### config.mk
export PLATFORM = sky130hd
export DESIGN_NAME = email_address_normalizer
export DESIGN_NICKNAME = d
export VERILOG_FILES = /design/src/rtl/ean_pkg.sv /design/src/rtl/email_address_normalizer.sv
export SDC_FILE = /design/constraint.sdc
export NUM_CORES = 1
export LEC_CHECK = 0
export BUFFER_PORTS_ARGS = -buffer_cell sky130_fd_sc_hd__buf_2
export CAP_MARGIN = 30
export CORE_UTILIZATION = 40
export CTS_BUF_LIST = sky130_fd_sc_hd__clkbuf_8
export CTS_CLUSTER_SIZE = 8
export DETAILED_ROUTE_END_ITERATION = 8
export MAX_ROUTING_LAYER = met4
export SLEW_MARGIN = 30
export SYNTH_ARGS = -nofsm -noshare
export SYNTH_HDL_FRONTEND = slang
export SYNTH_SLANG_ARGS = --single-unit
export TNS_END_PERCENT = 30
### constraint.sdc
create_clock -name clk -period 2.6 [get_ports clk]
set_clock_uncertainty 0.2 [all_clocks]
set_input_delay 0.39 -clock clk [delete_from_list [all_inputs] [get_ports clk]]
set_output_delay 0.39 -clock clk [all_outputs]
set_load 0.02 [all_outputs]
### src/rtl/ean_pkg.sv
// Package for the e-mail address normaliser: character codes, parser phases and class decode.
`timescale 1ns / 1ps

package ean_pkg;

    localparam int CharWidth = 8;

    localparam logic [CharWidth-1:0] CHAR_AT     = 8'h40;  // '@'
    localparam logic [CharWidth-1:0] CHAR_DOT    = 8'h2E;  // '.'
    localparam logic [CharWidth-1:0] CHAR_PLUS   = 8'h2B;  // '+'
    localparam logic [CharWidth-1:0] CHAR_HYPHEN = 8'h2D;  // '-'
    localparam logic [CharWidth-1:0] CHAR_UNDER  = 8'h5F;  // '_'
    localparam logic [CharWidth-1:0] CHAR_ZERO   = 8'h30;
    localparam logic [CharWidth-1:0] CHAR_NINE   = 8'h39;
    localparam logic [CharWidth-1:0] CHAR_UP_A   = 8'h41;
    localparam logic [CharWidth-1:0] CHAR_UP_Z   = 8'h5A;
    localparam logic [CharWidth-1:0] CHAR_LO_A   = 8'h61;
    localparam logic [CharWidth-1:0] CHAR_LO_Z   = 8'h7A;
    localparam logic [CharWidth-1:0] CASE_OFFSET = 8'h20;

    // Parser phases, one-hot.
    typedef enum logic [4:0] {
        PH_LOCAL     = 5'b00001,
        PH_SKIP      = 5'b00010,
        PH_SLD       = 5'b00100,
        PH_TLD_EMPTY = 5'b01000,
        PH_TLD       = 5'b10000
    } phase_t;

    function automatic logic is_upper(input logic [CharWidth-1:0] c);
        return (c >= CHAR_UP_A) && (c <= CHAR_UP_Z);
    endfunction

    function automatic logic is_alnum(input logic [CharWidth-1:0] c);
        return ((c >= CHAR_ZERO) && (c <= CHAR_NINE)) ||
               ((c >= CHAR_LO_A) && (c <= CHAR_LO_Z)) || is_upper(c);
    endfunction

    function automatic logic [CharWidth-1:0] to_lower(input logic [CharWidth-1:0] c);
        return is_upper(c) ? (c + CASE_OFFSET) : c;
    endfunction

endpackage

### src/rtl/email_address_normalizer.sv
// E-mail address normaliser: checks an address byte by byte and forwards its normalised bytes.
`timescale 1ns / 1ps

//  Channel | Handshake                 | Payload
//  --------+---------------------------+------------------------------------------
//  input   | char_valid / char_stall   | char_in[7:0], is_last
//  result  | res_valid / res_stall     | norm_byte[7:0], emit, done_res, status
//
// Each item passes through an input register and then a result register. The
// input register takes the item when it is accepted, and the parser moves it
// into the result register once that register is free; its result is offered
// from there. One item can be taken in every cycle while no stall holds the
// result register; the rate is set by the single parser update that happens as an
// item moves from the input register to the result register. Reset returns the
// parser to the local part with no error and empties both registers. When the
// result register is full and stalled, the input register holds its item and
// char_stall rises only once that register is occupied as well.

module email_address_normalizer
    import ean_pkg::*;
(
    input  logic                 clk,
    input  logic                 rst_n,
    // input channel
    input  logic                 char_valid,
    output logic                 char_stall,
    input  logic [CharWidth-1:0] char_in,
    input  logic                 is_last,
    // result channel
    output logic                 res_valid,
    input  logic                 res_stall,
    output logic [CharWidth-1:0] norm_byte,
    output logic                 emit,
    output logic                 done_res,
    output logic                 status
);

    // Input register.
    logic                 in_valid_reg, in_valid_next;
    logic [CharWidth-1:0] in_char_reg;
    logic                 in_last_reg;

    // Parser state.
    phase_t phase_reg, phase_next;
    logic   error_reg, error_next;

    // Result register.
    logic                 res_valid_reg, res_valid_next;
    logic [CharWidth-1:0] byte_reg, byte_next;
    logic                 emit_reg, emit_next;
    logic                 done_reg;
    logic                 status_reg, status_next;

    logic res_free;
    logic advance;
    logic accept;

    // Working values for the parser step.
    phase_t               ph_step;
    logic                 err_step;
    logic                 emit_step;
    logic [CharWidth-1:0] byte_step;

    // The result register can take a new item when it is empty or being drained.
    assign res_free   = !res_valid_reg || !res_stall;
    assign advance    = in_valid_reg && res_free;
    assign char_stall = in_valid_reg && !res_free;
    assign accept     = char_valid && !char_stall;

    always_comb
    begin
        in_valid_next = in_valid_reg;
        if (accept)
        begin
            in_valid_next = 1'b1;
        end
        else if (advance)
        begin
            in_valid_next = 1'b0;
        end
    end

    // One parser step on the byte in the input register.
    always_comb
    begin
        ph_step   = phase_reg;
        err_step  = error_reg;
        emit_step = 1'b0;
        byte_step = '0;
        if (!error_reg)
        begin
            unique case (phase_reg)
                PH_SKIP:
                begin
                    if (in_char_reg == CHAR_AT)
                    begin
                        ph_step   = PH_SLD;
                        emit_step = 1'b1;
                        byte_step = in_char_reg;
                    end
                end
                PH_SLD:
                begin
                    if (in_char_reg == CHAR_DOT)
                    begin
                        ph_step = PH_TLD_EMPTY;
                    end
                    else if (is_alnum(in_char_reg) || (in_char_reg == CHAR_HYPHEN))
                    begin
                        emit_step = 1'b1;
                        byte_step = to_lower(in_char_reg);
                    end
                    else
                    begin
                        err_step = 1'b1;
                    end
                end
                PH_TLD_EMPTY, PH_TLD:
                begin
                    // Any byte here counts as a top-level domain byte, good or bad.
                    ph_step = PH_TLD;
                    if (is_alnum(in_char_reg) || (in_char_reg == CHAR_HYPHEN))
                    begin
                        emit_step = 1'b1;
                        byte_step = to_lower(in_char_reg);
                    end
                    else
                    begin
                        err_step = 1'b1;
                    end
                end
                default:
                begin
                    // Local part, and any code outside the one-hot set.
                    ph_step = PH_LOCAL;
                    if (in_char_reg == CHAR_AT)
                    begin
                        ph_step   = PH_SLD;
                        emit_step = 1'b1;
                        byte_step = in_char_reg;
                    end
                    else if (in_char_reg == CHAR_DOT)
                    begin
                        ph_step = PH_LOCAL;
                    end
                    else if (in_char_reg == CHAR_PLUS)
                    begin
                        ph_step = PH_SKIP;
                    end
                    else if (is_alnum(in_char_reg) || (in_char_reg == CHAR_UNDER) ||
                             (in_char_reg == CHAR_HYPHEN))
                    begin
                        emit_step = 1'b1;
                        byte_step = to_lower(in_char_reg);
                    end
                    else
                    begin
                        err_step = 1'b1;
                    end
                end
            endcase
        end
    end

    // The address is good only if it ends cleanly inside a non-empty top-level domain.
    always_comb
    begin
        phase_next  = phase_reg;
        error_next  = error_reg;
        byte_next   = byte_reg;
        emit_next   = emit_reg;
        status_next = status_reg;
        if (advance)
        begin
            byte_next   = byte_step;
            emit_next   = emit_step;
            status_next = in_last_reg && (err_step || (ph_step != PH_TLD));
            if (in_last_reg)
            begin
                phase_next = PH_LOCAL;
                error_next = 1'b0;
            end
            else
            begin
                phase_next = ph_step;
                error_next = err_step;
            end
        end
    end

    always_comb
    begin
        res_valid_next = res_valid_reg;
        if (res_free)
        begin
            res_valid_next = in_valid_reg;
        end
    end

    always_ff @(posedge clk or negedge rst_n)
    begin
        if (!rst_n)
        begin
            in_valid_reg  <= 1'b0;
            res_valid_reg <= 1'b0;
            phase_reg     <= PH_LOCAL;
            error_reg     <= 1'b0;
        end
        else
        begin
            in_valid_reg  <= in_valid_next;
            res_valid_reg <= res_valid_next;
            phase_reg     <= phase_next;
            error_reg     <= error_next;
        end
    end

    always_ff @(posedge clk)
    begin
        if (accept)
        begin
            in_char_reg <= char_in;
            in_last_reg <= is_last;
        end
        if (advance)
        begin
            done_reg <= in_last_reg;
        end
        byte_reg   <= byte_next;
        emit_reg   <= emit_next;
        status_reg <= status_next;
    end

    assign res_valid = res_valid_reg;
    assign norm_byte = byte_reg;
    assign emit      = emit_reg;
    assign done_res  = done_reg;
    assign status    = status_reg;

endmodule

## After elaboration in Yosys (flattened, before gate mapping)

Cells that the tools add are included.

| operators by class | value |
|---|---|
| $add $sub $neg | 1 |
| order comparisons | 6 |
| equal/unequal tests | 10 |
| muxes and demuxes | 36 |
| reductions and logical operators | 20 |

Operator list:

| operator | count |
|---|---|
| 2-to-1 mux 8 bit | 8 |
| == test 8 x 6 -> 1 bit (second input constant) | 3 |
| one-hot mux 8 bit (3 select lines) | 1 |
| 2-to-1 mux 5 bit | 4 |
| 2-to-1 mux 1 bit | 17 |
| == test 8 x 7 -> 1 bit (second input constant) | 2 |
| greater-or-equal comparator 8 x 7 -> 1 bit (second input constant) | 2 |
| less-or-equal comparator 8 x 7 -> 1 bit (second input constant) | 2 |
| one-hot mux 5 bit (3 select lines) | 1 |
| adder 8 x 6 -> 8 bit (second input constant) | 1 |
| greater-or-equal comparator 8 x 6 -> 1 bit (second input constant) | 1 |
| less-or-equal comparator 8 x 6 -> 1 bit (second input constant) | 1 |
| logical AND 1 bit | 7 |
| logical OR 1 bit | 7 |
| one-hot mux 1 bit (3 select lines) | 2 |
| == test 5 x 2 -> 1 bit (second input constant) | 1 |
| == test 5 x 3 -> 1 bit (second input constant) | 1 |
| == test 5 x 4 -> 1 bit (second input constant) | 1 |
| == test 5 bit (second input constant) | 1 |
| != test 5 bit (second input constant) | 1 |
| zero test 1 bit | 4 |
| 2-to-1 mux 2 bit | 2 |
| 2-to-1 mux 3 bit | 1 |
| nonzero test 2 bit | 1 |
| OR reduction 2 bit | 1 |

| storage, ports and cells | value |
|---|---|
| bits in registers | 28 |
| input port bits | 13 |
| output and inout port bits | 13 |

## Longest topological paths before layout

Gate-level depths: netlist of run 1.

| depth | value |
|---|---|
| depth after elaboration | 14 |
| mapped depth | 7 |
| mapped depth without buffers | 7 |

## Worst setup path before layout of run 1

No wires, ideal clock.

| timing path | value |
|---|---|
| path kind | reg2reg |
| start point | register in_char_reg[4] |
| end point | register byte_reg[0] (netlist: norm_byte[0]), data pin |
| library setup time | 0.255 ns |
| data arrival time | 1.928 ns |
| data required time | 2.145 ns |
| setup slack | 0.217 ns |
| cell stages (with the launch flop) | 8 |
| period minus slack after synthesis | 2.383 ns |
| path through | edfxtp_1 > buf_6 > or4_4 > or3_4 > o211ai_2 > o21a_1 > o32ai_2 > and2_1 |

| between the ends | value |
|---|---|
| longest elaborated chain between the ends | 11 |

Ends and longest elaborated chain:

| element | line | source |
|---|---|---|
| start: declaration | email_address_normalizer.sv:40 | `logic [CharWidth-1:0] in_char_reg;` |
| start signal: assignment | email_address_normalizer.sv:222 | `in_char_reg <= char_in;` |
| greater-or-equal comparator 8 x 6 -> 1 bit, or another cell as far along | ean_pkg.sv:35 | `return ((c >= CHAR_ZERO) && (c <= CHAR_NINE)) \|\|` |
| logical AND 1 bit, on equally long branches | ean_pkg.sv:35, ean_pkg.sv:36 |  |
| logical OR 1 bit | ean_pkg.sv:35 |  |
| logical OR 1 bit | ean_pkg.sv:36 | `((c >= CHAR_LO_A) && (c <= CHAR_LO_Z)) \|\| is_upper(c);` |
| logical OR 1 bit (2 in a row) | email_address_normalizer.sv:150 | `else if (is_alnum(in_char_reg) \|\| (in_char_reg == CHAR_UNDER) \|\|` |
| 2-to-1 mux 8 bit | email_address_normalizer.sv:150 |  |
| 2-to-1 mux 8 bit | email_address_normalizer.sv:146 | `else if (in_char_reg == CHAR_PLUS)` |
| 2-to-1 mux 8 bit | email_address_normalizer.sv:142 | `else if (in_char_reg == CHAR_DOT)` |
| 2-to-1 mux 8 bit | email_address_normalizer.sv:136 | `if (in_char_reg == CHAR_AT)` |
| one-hot mux 8 bit (3 select lines) (*) | email_address_normalizer.sv:92 | `unique case (phase_reg)` |
| end signal: assignment | email_address_normalizer.sv:229 | `byte_reg <= byte_next;` |
| end: declaration | email_address_normalizer.sv:49 | `logic [CharWidth-1:0] byte_reg, byte_next;` |

Every way passes the cells marked *; elsewhere a longest branch is shown, timed or not.
A chain may end at the register's enable or synchronous reset.

## Worst setup path in the final report of run 1

| timing path | value |
|---|---|
| start point | register in_char_reg[7] |
| end point | register byte_reg[2] (netlist: norm_byte[2]), data pin |

The elaborated chain is that of the path after synthesis.

==> out/summary.txt, run 1 <==
Mapped Cells: 139
CTS Sinks: 28
Share of cells above drive strength 1: 27.3%
Post-synth EDFFs: 20
Synth area leaders: edfxtp_1, dfrtp_1, and2_1
Power Density: 642 nW/um^2
Rows: 21
Post-synthesis register bit count: 28
Total vias in the final route: 1187
Placeable Area: 3440 um^2
Sequential share of the synthesized area: 53.8%
CTS H-tree lvls: 1
Die area: 3980 um^2
Fin crit share: 92.6%
Final net count: 188
DP HPWL: 2160 um
# resized after CTS: 0
Worst-Skew Late Latency: 0.27 ns
R2r setup slk: 0.19 ns
Final global-route overflow total: 0
Final ANT Viol Nets: 0
Critical path endpoint category: flop
Unique masters post-synth: 47
Cts hold-fix bufs: 1
CP cell instances: or3b_2 -> or3_4 -> o211ai_2 -> o21a_1 -> o32ai_2 -> and2_1
Number of setup buffers added after CTS: 0
Vias in the first global route: 1147
1st-pass router iterations: 4
Post-DR wirelength/cell: 13.1 um
Post-synth ARST share: 28.6%
First-pass GRT wire length: 4950 um
Drt first-iter violations: 53
Worst Path Arrival: 2.24 ns
Clk slew on worst S/H paths: 0.09 ns
# diodes: 0
Critical path peak fanout: 7
Maximum operating frequency: 416 MHz
Yosys warns: 0
Leading area contributor after synthesis: edfxtp_1
WP data required: 2.43 ns
Synth Flop Type: edfxtp_1
Total CTS buffers: 3
Routability cong.: 0.914
Final total power: 1.14 mW
Status: finished clean
DIE HEIGHT: 63.1 um
Critical path startpoint category: flop
CTS root buf: clkbuf_8
Relative slew slack: 63.1%
Static leakage: 0.716 nW
Setup TNS: 0 ns
RSZ-0062 raised after global routing: false
Initial antenna violation count: 0
Final Hold Vio Count: 0
Most common cell after layout, fill and taps aside: buf_2
Port buffer count: 25
GRT Overall Usage: 16.4%
Setup Crit Path Kind: flop to flop
Mapped Nets: 154
Post-Route WL: 2850 um
Synthesis-to-layout area growth: 19.2%
Most frequent cells in the layout: buf_2, edfxtp_1, nand2_1
Clk buf depth: 2
Worst hold slack: 0.0815 ns
CTS tree: done
Final Max Tran Viols: 0
Worst min-delay path class: primary input to flop
Final min period: 2.41 ns
Syn Std Cell Area: 1490 um^2
Syn Area/Cell: 10.7 um^2
Max cap viols: 0
Crit path max-delay cell type: or3b_2
Worst Tran Pin Value: 0.546 ns
Die width: 63.1 um
Largest net degree at the start of global routing: 19
Setup Viol. Count Final: 0
DRC: 0
Starting density of the core: 43.3%
Peak supply drop: 0.254 mV
Peak per-stage delay on the critical path: 0.55 ns
Via-per-instance ratio: 5.44
# IOs: 26
Share of the synthesized area in the top cell type: 40.3%
[metal layers]
| layer | wire length, um | up-vias | track usage, % |
|---|---|---|---|
| met3 | 106 | 7 | 2.17 |
| met1 | 1310 | 565 | 19.9 |
| li1 | - | 582 | - |
| met4 | 69 | 0 | 8.43 |
| met5 | 0 | - | - |
| met2 | 1370 | 33 | 26.6 |
[metrics by stage]
stage          utilization (%)  std cells  cell area, um^2  setup WS, ns
2_1_floorplan                -        139             1490         0.217
3_3_place_gp              49.8        213             1710         0.265
3_5_place_dp              49.8        213             1710         0.210
4_1_cts                   51.7        218             1780         0.190
5_1_grt                   51.7        218             1780        0.0936
6_report                  51.7        218             1780         0.193
[power by group]
part           total, mW  switching (mW)  internal, mW
Sequential         0.595          0.0564         0.539
Clock              0.267           0.131         0.136
Combinational      0.280           0.161         0.119
Total               1.14           0.348         0.793
[path summary, 6_finish.rpt]
kind	start	to	cells after the start
worst min register to register	in_valid_reg	res_valid	1
min in group asynchronous	rst_n	res_valid	2
worst max register to register	in_char_reg[7]	norm_byte[2]	6
worst max-delay path	in_char_reg[7]	norm_byte[2]	6
max in group asynchronous	rst_n	phase_reg[0]	2
worst min-delay path	char_in[2]	in_char_reg[2]	1
[worst max-delay path: cells and delay by family, from the launching register on]
| family | cells | cell delay, ns |
|---|---|---|
| compound gates | 3 | 0.40 |
| simple gates | 3 | 1.10 |
| flops | 1 | 0.48 |
[Yosys cell counts (2+ instances only)]
cell type / number
a211oi_1: 2
a21oi_1: 6
a31oi_1: 4
and2_1: 8
and3_1: 2
buf_2: 2
clkbuf_1: 4
dfrtp_1: 7
edfxtp_1: 20
ha_1: 2
inv_1: 3
nand2_1: 12
nand2b_1: 5
nand3_1: 2
nand4_1: 2
nand4b_1: 2
nor2_1: 10
nor2b_1: 2
nor3_1: 3
nor4_1: 3
nor4b_1: 3
o21ai_0: 5
o21ai_1: 5
xor2_1: 2
[logic make-up (layout without fill, tap and decap cells)]
kind of cell	after synthesis	after routing	share of synthesized area, %
and+or+nand+nor	59	59	22.5
AOI/OAI and AO/OA	35	35	16.2
DFF	28	28	53.8
buffers and inverters	11	44	3.44
xor gates and xnor gates	3	3	1.76
adders and majority gates	2	2	1.68
muxes	1	1	0.671
[area by class of cell]
class,count,area (um^2)
clock buffers,4,55.1
multi-input cells,100,638
fillers,333,1660
flip-flops and latches,28,802
repair buffers,36,210
well taps,46,57.6
inverters,4,15.0
Note: power is estimated with default switching activity, not from simulation.
==> inputs of run 2 (changes only) <==
--- a/config.mk
+++ b/config.mk
@@ -12,6 +12,7 @@
 export CTS_CLUSTER_SIZE = 8
 export DETAILED_ROUTE_END_ITERATION = 8
 export MAX_ROUTING_LAYER = met4
+export PLACE_DENSITY_LB_ADDON = 0.3
 export SLEW_MARGIN = 30
 export SYNTH_ARGS = -nofsm -noshare
 export SYNTH_HDL_FRONTEND = slang
==> constraint.sdc (replaced) <==
create_clock -name clk -period 2.3 [get_ports clk]
set_clock_uncertainty 0.2 [all_clocks]
set_input_delay 0.345 -clock clk [delete_from_list [all_inputs] [get_ports clk]]
set_output_delay 0.345 -clock clk [all_outputs]
set_load 0.02 [all_outputs]
==> run 2 against run 1 <==
Against the previous run:
- largest power group unchanged
- cell count up 2.3%
- worst hold slack worse by 0.039 ns
- global-route usage down 0.79 points
- die area unchanged
- clock power about the same
==> out/summary.txt, run 2 (synthesis gave the netlist of run 1 again) <==
Status: finished clean
Post-DR wirelength/cell: 12.4 um
Die width: 63.1 um
RSZ-0062 raised after global routing: true
Clk buf depth: 2
CP Launch Point: in_char_reg[4]
Worst Path Arrival: 2.13 ns
Final total power: 1.30 mW
Port buffer count: 25
CTS root buf: clkbuf_8
Critical path endpoint category: flop
Hold Path Origin: is_last
Power Density: 701 nW/um^2
Final net count: 193
1st-pass router iterations: 4
Fin crit share: 99.8%
Post-Route WL: 2760 um
Synthesis-to-layout area growth: 24.0%
Share of cells above drive strength 1: 31.6%
CTS tree: done
Placeable Area: 3440 um^2
First-pass GRT wire length: 4860 um
Via-per-instance ratio: 5.33
CTS Sinks: 28
Total vias in the final route: 1188
Critical path startpoint category: flop
Setup Crit Path Kind: flop to flop
R2R depth: 6
Initial antenna violation count: 0
Clk slew on worst S/H paths: 0.09 ns
# diodes: 0
Critical path peak fanout: 7
Die area: 3980 um^2
DP HPWL: 2120 um
Final ANT Viol Nets: 0
DRC: 0
DIE HEIGHT: 63.1 um
WP data required: 2.13 ns
Starting density of the core: 43.3%
Worst hold slack: 0.0429 ns
Final Hold Vio Count: 0
Vias in the first global route: 1164
Filler Cell Count: 324
Worst-Skew Late Latency: 0.27 ns
Final global-route overflow total: 0
Static leakage: 0.751 nW
Most frequent cells in the layout: buf_2, edfxtp_1, buf_4
Worst Tran Pin Value: 0.357 ns
Final min period: 2.29 ns
Post-Place Worst Slack: 0.00388 ns
Maximum operating frequency: 436 MHz
Rows: 21
Worst r2r src: in_char_reg[4]
Drt first-iter violations: 37
Setup TNS: 0 ns
Max cap viols: 0
CTS H-tree lvls: 1
Final Max Tran Viols: 0
Hold Crit Depth: 1
Total CTS buffers: 3
Setup Viol. Count Final: 0
Most common cell after layout, fill and taps aside: buf_2
Largest net degree at the start of global routing: 16
Setup WS post-layout: 0.00534 ns
Routability cong.: 0.970
# IOs: 26
GRT Overall Usage: 15.6%
Worst min-delay path class: primary input to flop
Relative slew slack: 75.9%
Peak supply drop: 0.340 mV
-- run 2: final timing paths --
path | to | slack, ns
worst max-delay path | norm_byte[0] | 0.005
worst min-delay path | in_last_reg | 0.04
worst max register to register | norm_byte[0] | 0.005
worst min register to register | res_valid | 0.30
max in group asynchronous | phase_reg[0] | 1.43
min in group asynchronous | phase_reg[1] | 0.24
-- run 2: repair_timing --
item	CTS	global route
resized for setup	2	4
setup buffers	0	0
endpoints found under the hold margin	8	0
cloned	0	0
endpoints found under the setup margin	8	11
hold buffers	1	0
-- run 2: final cells by class --
cell class	instances	area (um^2)	share of cell area, %
Sequential cell	28	802	43.4
Multi-Input combinational cell	100	682	36.9
Timing Repair Buffer	41	248	13.4
Tap cell	46	57.6	3.11
Clock buffer	3	41.3	2.23
Inverter	4	15.0	0.812
Clock inverter	1	3.75	0.203
-- run 2: critical path, cell delays in order, from the launching register on --
cell and delay, ns:
edfxtp_1 0.39, or4_4 0.57, or3_4 0.37, o211ai_4 0.10, o21a_1 0.16, o32ai_2 0.10, and2_1 0.16
-- run 2: metal layers --
layer / vias up / global-route usage [%] / share of wire, % / wire, um
met5: - / - / 0 / 0
met4: 0 / 6.98 / 1.7 / 46
met3: 6 / 1.63 / 3.4 / 95
met2: 29 / 25.4 / 46 / 1280
met1: 559 / 19.6 / 49 / 1340
li1: 594 / - / - / -
-- run 2: where the power goes --
part           internal, mW  total (mW)  switching (mW)
clock                 0.120       0.265           0.145
combinational         0.165       0.362           0.197
sequential            0.609       0.671          0.0614
total                 0.893        1.30           0.404
-- run 2: metrics by stage --
stage	cells	util [%]	cell area (um^2)
finish	223	53.7	1850
global route	223	53.7	1850
CTS	223	53.1	1830
detailed placement	218	51.2	1760
global placement	218	51.2	1760
floorplan	139	-	1510
